### config.mk
export PLATFORM = sky130hd
export DESIGN_NAME = tls_client_hello_sni_extractor_top
export DESIGN_NICKNAME = d
export VERILOG_FILES = /design/src/rtl/tcsx_pkg.sv /design/src/rtl/tls_client_hello_sni_extractor_top.sv /design/src/rtl/tcsx_front.sv /design/src/rtl/tcsx_queue.sv /design/src/rtl/tcsx_back.sv
export VERILOG_INCLUDE_DIRS = /design/src /design/src/rtl
export SDC_FILE = /design/constraint.sdc
export NUM_CORES = 1
export LEC_CHECK = 0
export ABC_CLOCK_PERIOD_IN_PS = 10400
export BUFFER_PORTS_ARGS = -buffer_cell sky130_fd_sc_hd__buf_4
export CAP_MARGIN = 10
export CORE_UTILIZATION = 50
export DETAILED_ROUTE_END_ITERATION = 10
export PLACE_DENSITY = 0.75
export SYNTH_ARGS = -nofsm -noshare
export SYNTH_HDL_FRONTEND = slang
export SYNTH_SLANG_ARGS = --single-unit
### constraint.sdc
create_clock -name clk -period 10.4 [get_ports clk]
set_input_delay 0.52 -clock clk [delete_from_list [all_inputs] [get_ports clk]]
set_output_delay 0.52 -clock clk [all_outputs]
set_load 0.01 [all_outputs]
### src/rtl/tls_client_hello_sni_extractor_top_macros.svh
// Assertion macros for the SNI extractor.
`ifndef TLS_CLIENT_HELLO_SNI_EXTRACTOR_TOP_MACROS_SVH
`define TLS_CLIENT_HELLO_SNI_EXTRACTOR_TOP_MACROS_SVH
`ifndef SYNTHESIS
`define TCSX_ASSERT_IMP(lbl, ck, rn, a, b) \
	lbl: assert property (@(posedge ck) disable iff (!rn) (a) |-> (b)) else $error("%m");
`define TCSX_ASSERT_NXT(lbl, ck, rn, a, b) \
	lbl: assert property (@(posedge ck) disable iff (!rn) (a) |=> (b)) else $error("%m");
`else
`define TCSX_ASSERT_IMP(lbl, ck, rn, a, b)
`define TCSX_ASSERT_NXT(lbl, ck, rn, a, b)
`endif
`endif

### src/rtl/tcsx_pkg.sv
// Shared types and constants for the SNI extractor.
package tcsx_pkg;
	localparam int NAME_MAX = 127;
	localparam logic [7:0] CT_HANDSHAKE = 8'h16;
	localparam logic [7:0] HS_CLIENT_HELLO = 8'h01;
	localparam logic [15:0] EXT_ESNI = 16'hffce;
	localparam logic [15:0] EXT_SNI = 16'h0000;
	localparam logic [16:0] POS_MAX = 17'h1ffff;

	localparam logic [1:0] ST_OK = 2'd0;
	localparam logic [1:0] ST_REJECT = 2'd1;
	localparam logic [1:0] ST_TRUNC = 2'd2;

	localparam logic KIND_NAME = 1'b0;
	localparam logic KIND_VERDICT = 1'b1;

	localparam logic [1:0] REG_DTLS = 2'd0;
	localparam logic [1:0] REG_DETECT = 2'd1;

	typedef enum logic [3:0] {
		PH_HDR = 4'd0, PH_SID = 4'd1, PH_CH = 4'd2, PH_CL = 4'd3, PH_COMP = 4'd4,
		PH_EH = 4'd5, PH_EL = 4'd6, PH_IH = 4'd7, PH_IL = 4'd8, PH_LH = 4'd9,
		PH_LL = 4'd10, PH_NH = 4'd11, PH_NL = 4'd12, PH_NAME = 4'd13, PH_DONE = 4'd14
	} phase_t;

	// what one byte produced: optional name word, optional verdict word
	typedef struct packed {
		logic       name_v;
		logic [7:0] name_char;
		logic       name_end;
		logic       verd_v;
		logic       tls;
		logic       esni;
		logic [1:0] status;
	} rec_t;

	typedef struct packed {
		logic full;
		logic empty;
	} q_stat_t;
endpackage

### src/rtl/tls_client_hello_sni_extractor_top.sv
// A result record enters the queue when its payload word is accepted and is offered from the queue head.
// Throughput: one payload word per cycle while the queue is not full; a final name byte that ends the packet
// yields two words from one queued record, so a full two-entry queue can stall input.
// Reset (arst_n low, asynchronous): parser to record header, registers to 0 except the
// extension cursor (2), queue empty. Parser state also returns to reset after each verdict.
`include "tls_client_hello_sni_extractor_top_macros.svh"
module tls_client_hello_sni_extractor_top import tcsx_pkg::*; (
	input  logic        clk,
	input  logic        arst_n,
	input  logic        s_tvalid,
	output logic        s_tready,
	input  logic [23:0] s_tdata,  // payload_byte[7:0], packet_len[23:8]
	input  logic        s_tlast,
	output logic        m_tvalid,
	input  logic        m_tready,
	output logic [15:0] m_tdata,  // name_char, name_end, tls_seen, esni_seen, verdict_status
	output logic        m_tuser,  // item_kind
	output logic        m_tlast,
	input  logic        cfg_valid,
	output logic        cfg_ready,
	input  logic [1:0]  cfg_index,
	input  logic        cfg_data
);
	q_stat_t stat;
	rec_t rec, head;
	logic push, pop, in_fire;

	assign cfg_ready = 1'b1;
	assign s_tready = !stat.full;
	assign in_fire = s_tvalid && s_tready;

	tcsx_front u_front (
		.clk, .arst_n, .in_fire,
		.b(s_tdata[7:0]), .plen(s_tdata[23:8]), .last(s_tlast),
		.cfg_fire(cfg_valid && cfg_ready), .cfg_index, .cfg_data,
		.rec_push(push), .rec
	);

	tcsx_queue u_queue (.clk, .arst_n, .push, .din(rec), .pop, .head, .stat);

	tcsx_back u_back (
		.clk, .arst_n, .head, .stat, .pop,
		.m_tvalid, .m_tready, .m_tdata, .m_tuser, .m_tlast
	);

	`TCSX_ASSERT_IMP(a_verdict_last, clk, arst_n, m_tvalid && m_tuser == KIND_VERDICT, m_tlast)
	`TCSX_ASSERT_IMP(a_name_clean, clk, arst_n, m_tvalid && m_tuser == KIND_NAME, m_tdata[12:9] == 4'd0)
	`TCSX_ASSERT_NXT(a_split_holds, clk, arst_n, m_tvalid && m_tready && !m_tlast, m_tvalid && m_tuser == KIND_VERDICT)
endmodule

### src/rtl/tcsx_front.sv
// Byte parser: walks record, ClientHello and extensions, builds result records.
module tcsx_front import tcsx_pkg::*; (
	input  logic        clk,
	input  logic        arst_n,
	input  logic        in_fire,
	input  logic [7:0]  b,
	input  logic [15:0] plen,
	input  logic        last,
	input  logic        cfg_fire,
	input  logic [1:0]  cfg_index,
	input  logic        cfg_data,
	output logic        rec_push,
	output rec_t        rec
);
	logic dtls_q, detect_q;
	logic [16:0] pos_q, pos_n;
	phase_t phase_q, phase_n;
	logic [15:0] rl_q, rl_n;
	logic [17:0] fcur_q, fcur_n;
	logic [15:0] tot_q, tot_n;
	logic [17:0] ecur_q, ecur_n;
	logic [15:0] id_q, id_n;
	logic [7:0] rem_q, rem_n;
	logic taken_q, taken_n;
	logic tls_q, tls_n, esni_q, esni_n;
	logic [1:0] st_q, st_n;
	logic [17:0] bs_q, bs_n;
	logic [7:0] held_q, held_n;

	always_comb begin
		logic [16:0] lpos, hpos;
		logic [15:0] hl, word;
		logic [17:0] t18, nxt;
		pos_n = pos_q; phase_n = phase_q; rl_n = rl_q; fcur_n = fcur_q;
		tot_n = tot_q; ecur_n = ecur_q; id_n = id_q; rem_n = rem_q; taken_n = taken_q;
		tls_n = tls_q; esni_n = esni_q; st_n = st_q; bs_n = bs_q; held_n = held_q;
		rec = '0;
		lpos = dtls_q ? 17'd11 : 17'd3;
		hpos = dtls_q ? 17'd13 : 17'd5;
		word = {held_q, b};
		hl = '0; t18 = '0; nxt = '0;
		if (phase_q == PH_HDR) begin
			if (pos_q == '0) begin
				if (plen < 16'd15 || b != CT_HANDSHAKE) begin
					st_n = ST_REJECT; phase_n = PH_DONE;
				end
			end else if (pos_q == lpos) begin
				held_n = b;
			end else if (pos_q == lpos + 17'd1) begin
				rl_n = word;
			end else if (pos_q == hpos) begin
				hl = rl_q + (dtls_q ? 16'd13 : 16'd5);
				if (hl > plen) hl = plen;
				rl_n = hl;
				if (hl > 16'd4 && b == HS_CLIENT_HELLO) begin
					if ((dtls_q ? 16'd67 : 16'd45) > plen) begin
						st_n = ST_REJECT; phase_n = PH_DONE;
					end else begin
						fcur_n = dtls_q ? 18'd65 : 18'd43;
						phase_n = PH_SID;
					end
				end else begin
					st_n = ST_REJECT; phase_n = PH_DONE;
				end
			end
		end else if (phase_q != PH_DONE && {1'b0, pos_q} == fcur_q) begin
			if (pos_q >= {1'b0, plen}) begin
				st_n = ST_TRUNC; phase_n = PH_DONE;
			end else begin
				case (phase_q)
					PH_SID: begin
						if ({1'b0, pos_q} + {10'd0, b} + 18'd2 > {2'b0, rl_q}) begin
							st_n = ST_REJECT; phase_n = PH_DONE;
						end else begin
							fcur_n = {1'b0, pos_q} + {10'd0, b} + 18'd1;
							phase_n = PH_CH;
						end
					end
					PH_CH, PH_EH, PH_IH, PH_LH, PH_NH: begin
						held_n = b;
						fcur_n = fcur_q + 18'd1;
						case (phase_q)
							PH_CH: phase_n = PH_CL;
							PH_EH: phase_n = PH_EL;
							PH_IH: phase_n = PH_IL;
							PH_LH: phase_n = PH_LL;
							default: phase_n = PH_NL;
						endcase
					end
					PH_CL: begin
						t18 = {1'b0, pos_q} + {2'b0, word};
						bs_n = t18;
						if (t18 > {2'b0, rl_q}) begin
							st_n = ST_REJECT; phase_n = PH_DONE;
						end else begin
							fcur_n = t18 + 18'd1; phase_n = PH_COMP;
						end
					end
					PH_COMP: begin
						t18 = bs_q + {10'd0, b} + 18'd2;
						bs_n = t18;
						if (t18 > {2'b0, rl_q}) begin
							st_n = ST_REJECT; phase_n = PH_DONE;
						end else begin
							fcur_n = t18; phase_n = PH_EH;
						end
					end
					PH_EL: begin
						tot_n = word;
						if ({2'b0, word} + bs_q > {2'b0, rl_q}) begin
							st_n = ST_REJECT; phase_n = PH_DONE;
						end else begin
							tls_n = 1'b1;
							ecur_n = 18'd2;
							if (detect_q || 18'd2 >= {2'b0, word}) begin
								st_n = ST_OK; phase_n = PH_DONE;
							end else begin
								fcur_n = bs_q + 18'd2; phase_n = PH_IH;
							end
						end
					end
					PH_IL: begin
						id_n = word; fcur_n = fcur_q + 18'd1; phase_n = PH_LH;
					end
					PH_LL: begin
						t18 = ecur_q + 18'd4;
						ecur_n = t18;
						if (id_q == EXT_SNI && !taken_q) begin
							fcur_n = bs_q + t18 + 18'd3; phase_n = PH_NH;
						end else begin
							if (id_q == EXT_ESNI) esni_n = 1'b1;
							nxt = t18 + {2'b0, word};
							ecur_n = nxt;
							if (nxt >= {2'b0, tot_q}) begin
								st_n = ST_OK; phase_n = PH_DONE;
							end else begin
								fcur_n = bs_q + nxt; phase_n = PH_IH;
							end
						end
					end
					PH_NL: begin
						t18 = ecur_q + 18'd5;
						ecur_n = t18;
						if (word > 16'(NAME_MAX)) begin
							st_n = ST_REJECT; phase_n = PH_DONE;
						end else if (word == '0) begin
							if (t18 >= {2'b0, tot_q}) begin
								st_n = ST_OK; phase_n = PH_DONE;
							end else begin
								fcur_n = bs_q + t18; phase_n = PH_IH;
							end
						end else if (bs_q + t18 + {2'b0, word} > {2'b0, plen}) begin
							st_n = ST_TRUNC; phase_n = PH_DONE;
						end else begin
							rem_n = word[7:0];
							fcur_n = bs_q + t18; phase_n = PH_NAME;
						end
					end
					PH_NAME: begin
						rem_n = rem_q - 8'd1;
						nxt = ecur_q + 18'd1;
						ecur_n = nxt;
						rec.name_v = 1'b1;
						rec.name_char = b;
						rec.name_end = (rem_n == '0);
						if (rem_n == '0) begin
							taken_n = 1'b1;
							if (nxt >= {2'b0, tot_q}) begin
								st_n = ST_OK; phase_n = PH_DONE;
							end else begin
								fcur_n = bs_q + nxt; phase_n = PH_IH;
							end
						end else begin
							fcur_n = fcur_q + 18'd1;
						end
					end
					default: begin
						st_n = ST_TRUNC; phase_n = PH_DONE;
					end
				endcase
			end
		end
		if (pos_q != POS_MAX) pos_n = pos_q + 17'd1;
		if (last) begin
			if (phase_n != PH_DONE) st_n = ST_TRUNC;
			rec.verd_v = 1'b1;
			rec.tls = tls_n;
			rec.esni = esni_n;
			rec.status = st_n;
			pos_n = '0; phase_n = PH_HDR; rl_n = '0; fcur_n = '0; tot_n = '0;
			ecur_n = 18'd2; id_n = '0; rem_n = '0; taken_n = 1'b0;
			tls_n = 1'b0; esni_n = 1'b0; st_n = ST_OK; bs_n = '0; held_n = '0;
		end
	end

	assign rec_push = in_fire && (rec.name_v || rec.verd_v);

	always_ff @(posedge clk or negedge arst_n) begin
		if (!arst_n) begin
			dtls_q <= 1'b0; detect_q <= 1'b0;
			pos_q <= '0; phase_q <= PH_HDR; rl_q <= '0; fcur_q <= '0; tot_q <= '0;
			ecur_q <= 18'd2; id_q <= '0; rem_q <= '0; taken_q <= 1'b0;
			tls_q <= 1'b0; esni_q <= 1'b0; st_q <= ST_OK; bs_q <= '0; held_q <= '0;
		end else begin
			if (cfg_fire && cfg_index == REG_DTLS) dtls_q <= cfg_data;
			if (cfg_fire && cfg_index == REG_DETECT) detect_q <= cfg_data;
			if (in_fire) begin
				pos_q <= pos_n; phase_q <= phase_n; rl_q <= rl_n; fcur_q <= fcur_n;
				tot_q <= tot_n; ecur_q <= ecur_n; id_q <= id_n; rem_q <= rem_n;
				taken_q <= taken_n; tls_q <= tls_n; esni_q <= esni_n; st_q <= st_n;
				bs_q <= bs_n; held_q <= held_n;
			end
		end
	end
endmodule

### src/rtl/tcsx_queue.sv
// Two-entry record queue between parser and output side.
module tcsx_queue import tcsx_pkg::*; (
	input  logic    clk,
	input  logic    arst_n,
	input  logic    push,
	input  rec_t    din,
	input  logic    pop,
	output rec_t    head,
	output q_stat_t stat
);
	rec_t mem_q [2];
	logic wp_q, rp_q;
	logic [1:0] cnt_q;

	assign stat.full = (cnt_q == 2'd2);
	assign stat.empty = (cnt_q == 2'd0);
	assign head = mem_q[rp_q];

	always_ff @(posedge clk) begin
		if (push) mem_q[wp_q] <= din;
	end

	always_ff @(posedge clk or negedge arst_n) begin
		if (!arst_n) begin
			wp_q <= 1'b0; rp_q <= 1'b0; cnt_q <= '0;
		end else begin
			if (push) wp_q <= ~wp_q;
			if (pop) rp_q <= ~rp_q;
			cnt_q <= cnt_q + {1'b0, push} - {1'b0, pop};
		end
	end
endmodule

### src/rtl/tcsx_back.sv
// Output side: turns each queued record into one or two stream words.
module tcsx_back import tcsx_pkg::*; (
	input  logic        clk,
	input  logic        arst_n,
	input  rec_t        head,
	input  q_stat_t     stat,
	output logic        pop,
	output logic        m_tvalid,
	input  logic        m_tready,
	output logic [15:0] m_tdata,
	output logic        m_tuser,
	output logic        m_tlast
);
	logic name_done_q;
	logic show_name;

	assign show_name = head.name_v && !name_done_q;
	assign m_tvalid = !stat.empty;
	assign m_tuser = show_name ? KIND_NAME : KIND_VERDICT;
	assign m_tlast = show_name ? !head.verd_v : 1'b1;
	assign m_tdata = show_name ? {7'd0, head.name_end, head.name_char}
	                           : {3'd0, head.status, head.esni, head.tls, 9'd0};
	assign pop = m_tvalid && m_tready && !(show_name && head.verd_v);

	always_ff @(posedge clk or negedge arst_n) begin
		if (!arst_n) begin
			name_done_q <= 1'b0;
		end else if (m_tvalid && m_tready) begin
			name_done_q <= show_name && head.verd_v;
		end
	end
endmodule

**Yosys cells after proc, flatten, opt, wreduce, memory -nomap -nowiden**

Memory sizes are Yosys's and may differ from the RTL's.
Index checks and enable logic that the tools add are counted.
Widths: inputs -> output; s select.

- Bitwise logic cells: 2
- Add/subtract/negate cells: 26
- Magnitude comparators: 15
- Reductions and logical operators: 53
- Eq/ne operators: 51
- Mux-type cells: 161

Operators by type and width:

| kind | count |
|---|---|
| $mux 18 | 33 |
| $mux 16 | 22 |
| $pmux 18 s8 | 1 |
| $mux 8 | 14 |
| $mux 4 | 26 |
| $gt 18x16->1 | 5 |
| $add 18x1->18 const B | 4 |
| $add 18x18->18 | 4 |
| $add 18x2->18 const B | 4 |
| $pmux 18 s4 | 1 |
| $ge 18x16->1 | 3 |
| $mux 2 | 26 |
| $eq 17x17->1 | 3 |
| $mux 10 | 4 |
| $add 18x16->18 | 2 |
| $add 18x3->18 const B | 2 |
| $pmux 18 s2 | 1 |
| $pmux 4 s9 | 1 |
| $add 17x1->17 const B | 2 |
| $mux 17 | 2 |
| $ne 3x3->1 const B | 11 |
| $gt 16x16->1 | 2 |
| $logic_not 16->1 | 2 |
| $eq 4x4->1 const B | 6 |
| other kinds (55) | 127 |

- Register bits: 151
- Memory bits (writable): 30
- Input bits: 33
- Output and inout port bits: 21
- Logic and storage cells: 329
- Memories kept: 1

Memories:

| memory | depth | width | rd ports | clocked after Yosys merged registers in | write ports | line | source |
|---|---|---|---|---|---|---|---|
| u_queue.mem_q | 2 | 15 | 1 | 0 | 1 | tcsx_queue.sv:11 | `rec_t mem_q [2];` |

**Logic depth before layout (Yosys ltp)**

- Depth after elaboration: 24
- Gate-level depth with buffers: 34
- Depth with buffers taken out: 31

**By module**

A second synthesis with hierarchy kept.

- Cell total of the unflattened synthesis: 3016
- Area, all modules: 24023.0 µm²

By module, submodules not included:

| module | area each (µm²) | times used | seq. area each (µm²) | cells each |
|---|---|---|---|---|
| tcsx_front | 22482.8 | 1 | 3654.8 | 2923 |
| tcsx_queue | 1331.3 | 1 | 1001.0 | 62 |
| tcsx_back | 187.7 | 1 | 25.0 | 27 |
| tls_client_hello_sni_extractor_top | 21.3 | 1 | 0.0 | 4 |

**Least setup slack after synthesis**

OpenSTA, ideal clock, no wires.

- Kind: flip-flop to flip-flop
- From: register u_front.ecur_q[1]
- To: register u_front.fcur_q[10]
- Slack: 4.035 ns
- Buffers on the path: 3
- Required time: 10.275 ns
- Arrival: 6.240 ns
- Library setup time: 0.125 ns
- Period minus slack after synthesis: 6.365 ns
- Cell stages (with the launch flop): 34
- Path through: dfstp_2 > ha_1 > clkbuf_1 > a21oi_1 > nor2b_1 > nand2_1 > xnor2_1 > ha_1 > o21ai_0 > nand2b_1 > a31oi_1 > o21bai_1 > a21oi_1 > xnor2_1 > ha_1 > a21o_1 > a211oi_1 > nand2b_1 > o211ai_1 > nand2_1 > xor2_1 > ha_1 > a211o_1 > a21oi_1 > a221oi_1 > nand2_1 > nor3b_1 > a21oi_1 > nor2_1 > o221a_2 > o21bai_1 > buf_6 > buf_12 > mux2_4

- Word-level cells in the longest chain between the ends: 10
- Elaborated cells on any way between the ends: 32
- Those cells by class: add/sub: 10; order compare: 4; eq/ne: 4; mux: 13; reduce/logical: 1

Ends and longest elaborated chain:

| what | line | source |
|---|---|---|
| from (decl) | tcsx_front.sv:21 | `logic [17:0] ecur_q, ecur_n;` |
| from (signal assigned) | tcsx_front.sv:209 | `tot_q <= tot_n; ecur_q <= ecur_n; id_q <= id_n; rem_q <= rem_n;` |
| parallel branches: the longest is 10 deep, another holds $add 18x3->18 | -- |  |
| to (signal assigned) | tcsx_front.sv:208 | `pos_q <= pos_n; phase_q <= phase_n; rl_q <= rl_n; fcur_q <= fcur_n;` |
| to (decl) | tcsx_front.sv:19 | `logic [17:0] fcur_q, fcur_n;` |

Parallel ways; which one is timed is not known. The select of a mux whose other input is x is not followed.
A chain may end at the register's enable or synchronous reset.

**Final worst setup path**

- From: register u_front.ecur_q[1]
- To: register u_front.rem_q[5]

- Word-level cells in the longest chain between the ends: 6

Ends and longest elaborated chain:

| what | line | source |
|---|---|---|
| $add 18x3->18 | tcsx_front.sv:142 | `t18 = ecur_q + 18'd5;` |
| $add 18x18->18 | tcsx_front.sv:152 | `end else if (bs_q + t18 + {2'b0, word} > {2'b0, plen}) begin` |
| $add 18x16->18 | tcsx_front.sv:152 |  |
| $gt 18x16->1 | tcsx_front.sv:152 |  |
| $ne 3x3->1 (no line) | -- |  |
| $reduce_and 8->1 (no line) | -- |  |
| to (signal assigned) | tcsx_front.sv:209 |  |
| to (decl) | tcsx_front.sv:23 | `logic [7:0] rem_q, rem_n;` |

No other way between the ends.

==> flow_metrics.py <==
metrics = {
    "outcome": {
        "status": "completed",
    },
    "synthesis": {
        "synth_ff_type": "dfrtp_1",
        "yosysUniqueCellTypes": 111,
        "synth_compound_area_frac": 0.242,
        "muxShareOfSynthArea": 0.0387,
        "synth_top_family_by_area": "compound AO/OA/AOI/OAI gates",
        "syn_inst": 3044,
        "synthAdderAreaFrac": 0.182,
        "synthArstFlopShare": 0.834,
        "seq_area_frac_synth": 0.190,
        "syn_area_mm2": 0.0246,
        "synth-simple-area-share": 0.204,
        "avgSynthCellArea_um2": 8.09,
        "synth-seq-cells": 181,
        "synth_edf_count": 30,
        "ys_warn_count": 0,
        "synth-xor-area-share": 0.101,
    },
    "critical_path": {
        "cp_data_arrival_time_ps": 8360,
        "cp_slowest_cell": "dfstp_2",
        "crit_path_start": "u_front.ecur_q[1]",
        "path_buf_inv": 0,
        "r2r_start": "u_front.ecur_q[1]",
        "cp-start-kind": "flip-flop",
        "path_class": "flip-flop to flip-flop",
        "critical-path-top-delay-family": "compound AO/OA/AOI/OAI gates",
        "crit_path_max_incr_delay_ps": 600,
        "critPathRequiredTime_ps": 10840,
        "endpoint_kind": "flip-flop",
        "cp_max_fo": 10,
    },
    "layout": {
        "final_common_cell": "ha_1",
        "fin_area_mm2": 0.0263,
        "post-route-util": 0.546,
        "layout.cells.most_common_list": "337 x ha_1, 261 x nand2_1, 235 x nor2_1, 229 x a21oi_1, 186 x o21ai_0",
        "drive_gt1_frac": 0.0840,
        "syn_to_final_growth_pct": 6.74,
        "nNetsFinal": 3419,
        "fillers": 4525,
    },
    "pwr": {
        "ir_drop_v": 0.000165,
        "total_power_mw": 6.18,
        "p_leak_nw": 11.8,
        "power.density_mw_per_mm2": 235,
    },
    "timing": {
        "tns_ps": 0,
        "clock.fmax_mhz": 126,
        "period_needed_ps": 7920,
        "worst_slew_pin_slew_ps": 1170,
        "skew_ps": 19.3,
        "timing.hold.ws_ps": 123,
        "drv_slew": 0,
        "post-route-period-util": 0.762,
        "max_slew_margin": 0.214,
        "hold_viol": 0,
        "setup_violations": 0,
        "rsz0062_at_grt": "no",
    },
    "clocking": {
        "clkLatencyLatePin_ps": 500,
        "cts_tree": "built",
        "cts_resized": 0,
        "cts.sinks": 181,
        "clk_path_buf_depth": 2,
        "cts_buffers": 17,
        "h-tree-depth": 4,
        "clk_pin_slew_ps": 80,
        "cts_hold_buf": 0,
        "cts_root_buffer": "clkbuf_16",
        "post_cts_buffers": 0,
    },
    "grt": {
        "grt_overflow": 0,
        "antenna_found_initial": 3,
        "grt_pass1_wl_um": 149000,
        "grt_use_total": 0.397,
        "grt_pass1_vias": 24000,
        "grt_max_degree": 84,
    },
    "routing": {
        "wire_per_inst_um": 27.1,
        "drc": 0,
        "first_pass_iters": 7,
        "wl_um": 100000,
        "routed_via_density": 6.85,
        "postRouteAntennaNets": 0,
        "vias": 25400,
        "drt_iter0_drc": 2856,
    },
    "die": {
        "io_pins": 54,
        "start_util": 0.512,
        "num_rows": 80,
        "dieArea_mm2": 0.0502,
        "die_h_um": 224,
        "die_x_um": 224,
        "core_area_mm2": 0.0481,
    },
    "placed_design": {
        "gp_congestion": 1.04,
        "place_area_mm2": 0.0257,
        "place.port_buffers": 49,
        "hpwlAfterDp_um": 78100,
    },
    "min_path": {
        "min_path_type": "input pin to async pin",
    },
    "job": {
        "drv_cap": 0,
    },
}
[worst register-to-register path, delay by kind of cell (launching register included)]
family / cells / cell delay (ps)
flops: 1 / 600
compound gates: 14 / 2920
fa+ha+maj: 4 / 1450
simple gates: 9 / 2020
xor+xnor: 3 / 870
[synthesized netlist by cell type, drive strengths merged (11+ instances only)]
cell type	instances	area share
o21bai	13	0.0040
a2111oi	11	0.0044
nor4	46	0.013
nor2b	46	0.012
nand2	261	0.040
a211oi	58	0.018
fa	13	0.011
a221oi	25	0.0091
o21ai	197	0.041
or3	18	0.0046
nand4	55	0.016
mux2	53	0.025
or4	18	0.0055
nand2b	31	0.0079
and2	32	0.0082
nand3	81	0.017
o2111ai	12	0.0043
a211o	18	0.0065
buf	34	0.0083
o31ai	30	0.0099
or2	11	0.0028
and4	13	0.0046
o221ai	20	0.0071
o21a	44	0.013
o41ai	16	0.0060
edfxtp	30	0.037
a21o	58	0.018
a31oi	38	0.0099
mux2i	33	0.013
ha	337	0.17
o211ai	37	0.011
xor2	109	0.039
inv	128	0.020
nor2	242	0.038
xnor2	173	0.062
clkbuf	92	0.014
nor3	74	0.016
a21oi	230	0.047
dfrtp	150	0.15
a22oi	14	0.0043
and3	38	0.0097
[area by class of cell]
cell class / instances / area, um2 / share of cell area
multi-input combinational: 2610 / 19000 / 0.722
sequential: 181 / 4680 / 0.178
tap: 656 / 821 / 0.0312
timing repair buffer: 97 / 736 / 0.0280
inverter: 129 / 484 / 0.0184
clock buffer: 18 / 429 / 0.0163
clock inverter: 14 / 156 / 0.00595
antenna: 2 / 5.00 / 0.000190
[final timing paths]
kind,to,slack [ps],cells past startpoint
worst max-delay path,u_front.rem_q[5],2480,30
worst min-delay path,u_front.rl_q[4],120,1
worst max register to register,u_front.rem_q[5],2480,30
worst min register to register,u_back.name_done_q,500,2
max in group asynchronous,u_front.rem_q[0],8760,2
min in group clk,u_front.dtls_q,240,3
[sequential cells by signal (all words and copies together), names as in the netlist]
name                count
u_front.pos_q          17
u_front.bs_q           18
u_back.name_done_q      1
u_front.esni_q          1
u_front.detect_q        1
u_front.phase_q         4
u_front.held_q          8
u_queue.wp_q            1
u_front.tot_q          16
u_queue.cnt_q           2
u_front.dtls_q          1
u_queue.mem_q          30
u_front.st_q            2
u_front.fcur_q         18
u_front.taken_q         1
u_front.tls_q           1
u_front.rl_q           16
u_queue.rp_q            1
u_front.ecur_q         18
u_front.rem_q           8
u_front.id_q           16
[where the power goes]
group / switching [mW] / internal (mW) / leakage [nW]
sequential: 0.265 / 0.884 / 2.32
clock: 0.348 / 0.322 / 0.289
combinational: 2.72 / 1.64 / 9.17
[layer usage]
layer | global-route usage | routed length [um] | vias to the layer above
met3 | 0.0784 | 9730 | 341
met4 | 0.236 | 6260 | 8
met2 | 0.618 | 43900 | 1488
met1 | 0.508 | 40500 | 12200
met5 | 0 | 46 | -
li1 | - | - | 11300
[stage by stage]
step | instances | setup WS (ps)
floorplan | 3046 | 4030
global placement | 3671 | 2870
detailed placement | 3671 | 2730
CTS | 3703 | 2680
global route | 3705 | 1910
finish | 3707 | 2480
[kinds of logic (layout without fill, tap and decap cells)]
logic type,count (synthesis),in the layout
xor+xnor,282,282
buf+inv,255,258
mux,86,86
simple gates,993,993
fa+ha+maj,350,350
other cells,2,6
compound gates,895,895
flops,181,181
No activity file was read; power rests on OpenSTA's default activity.
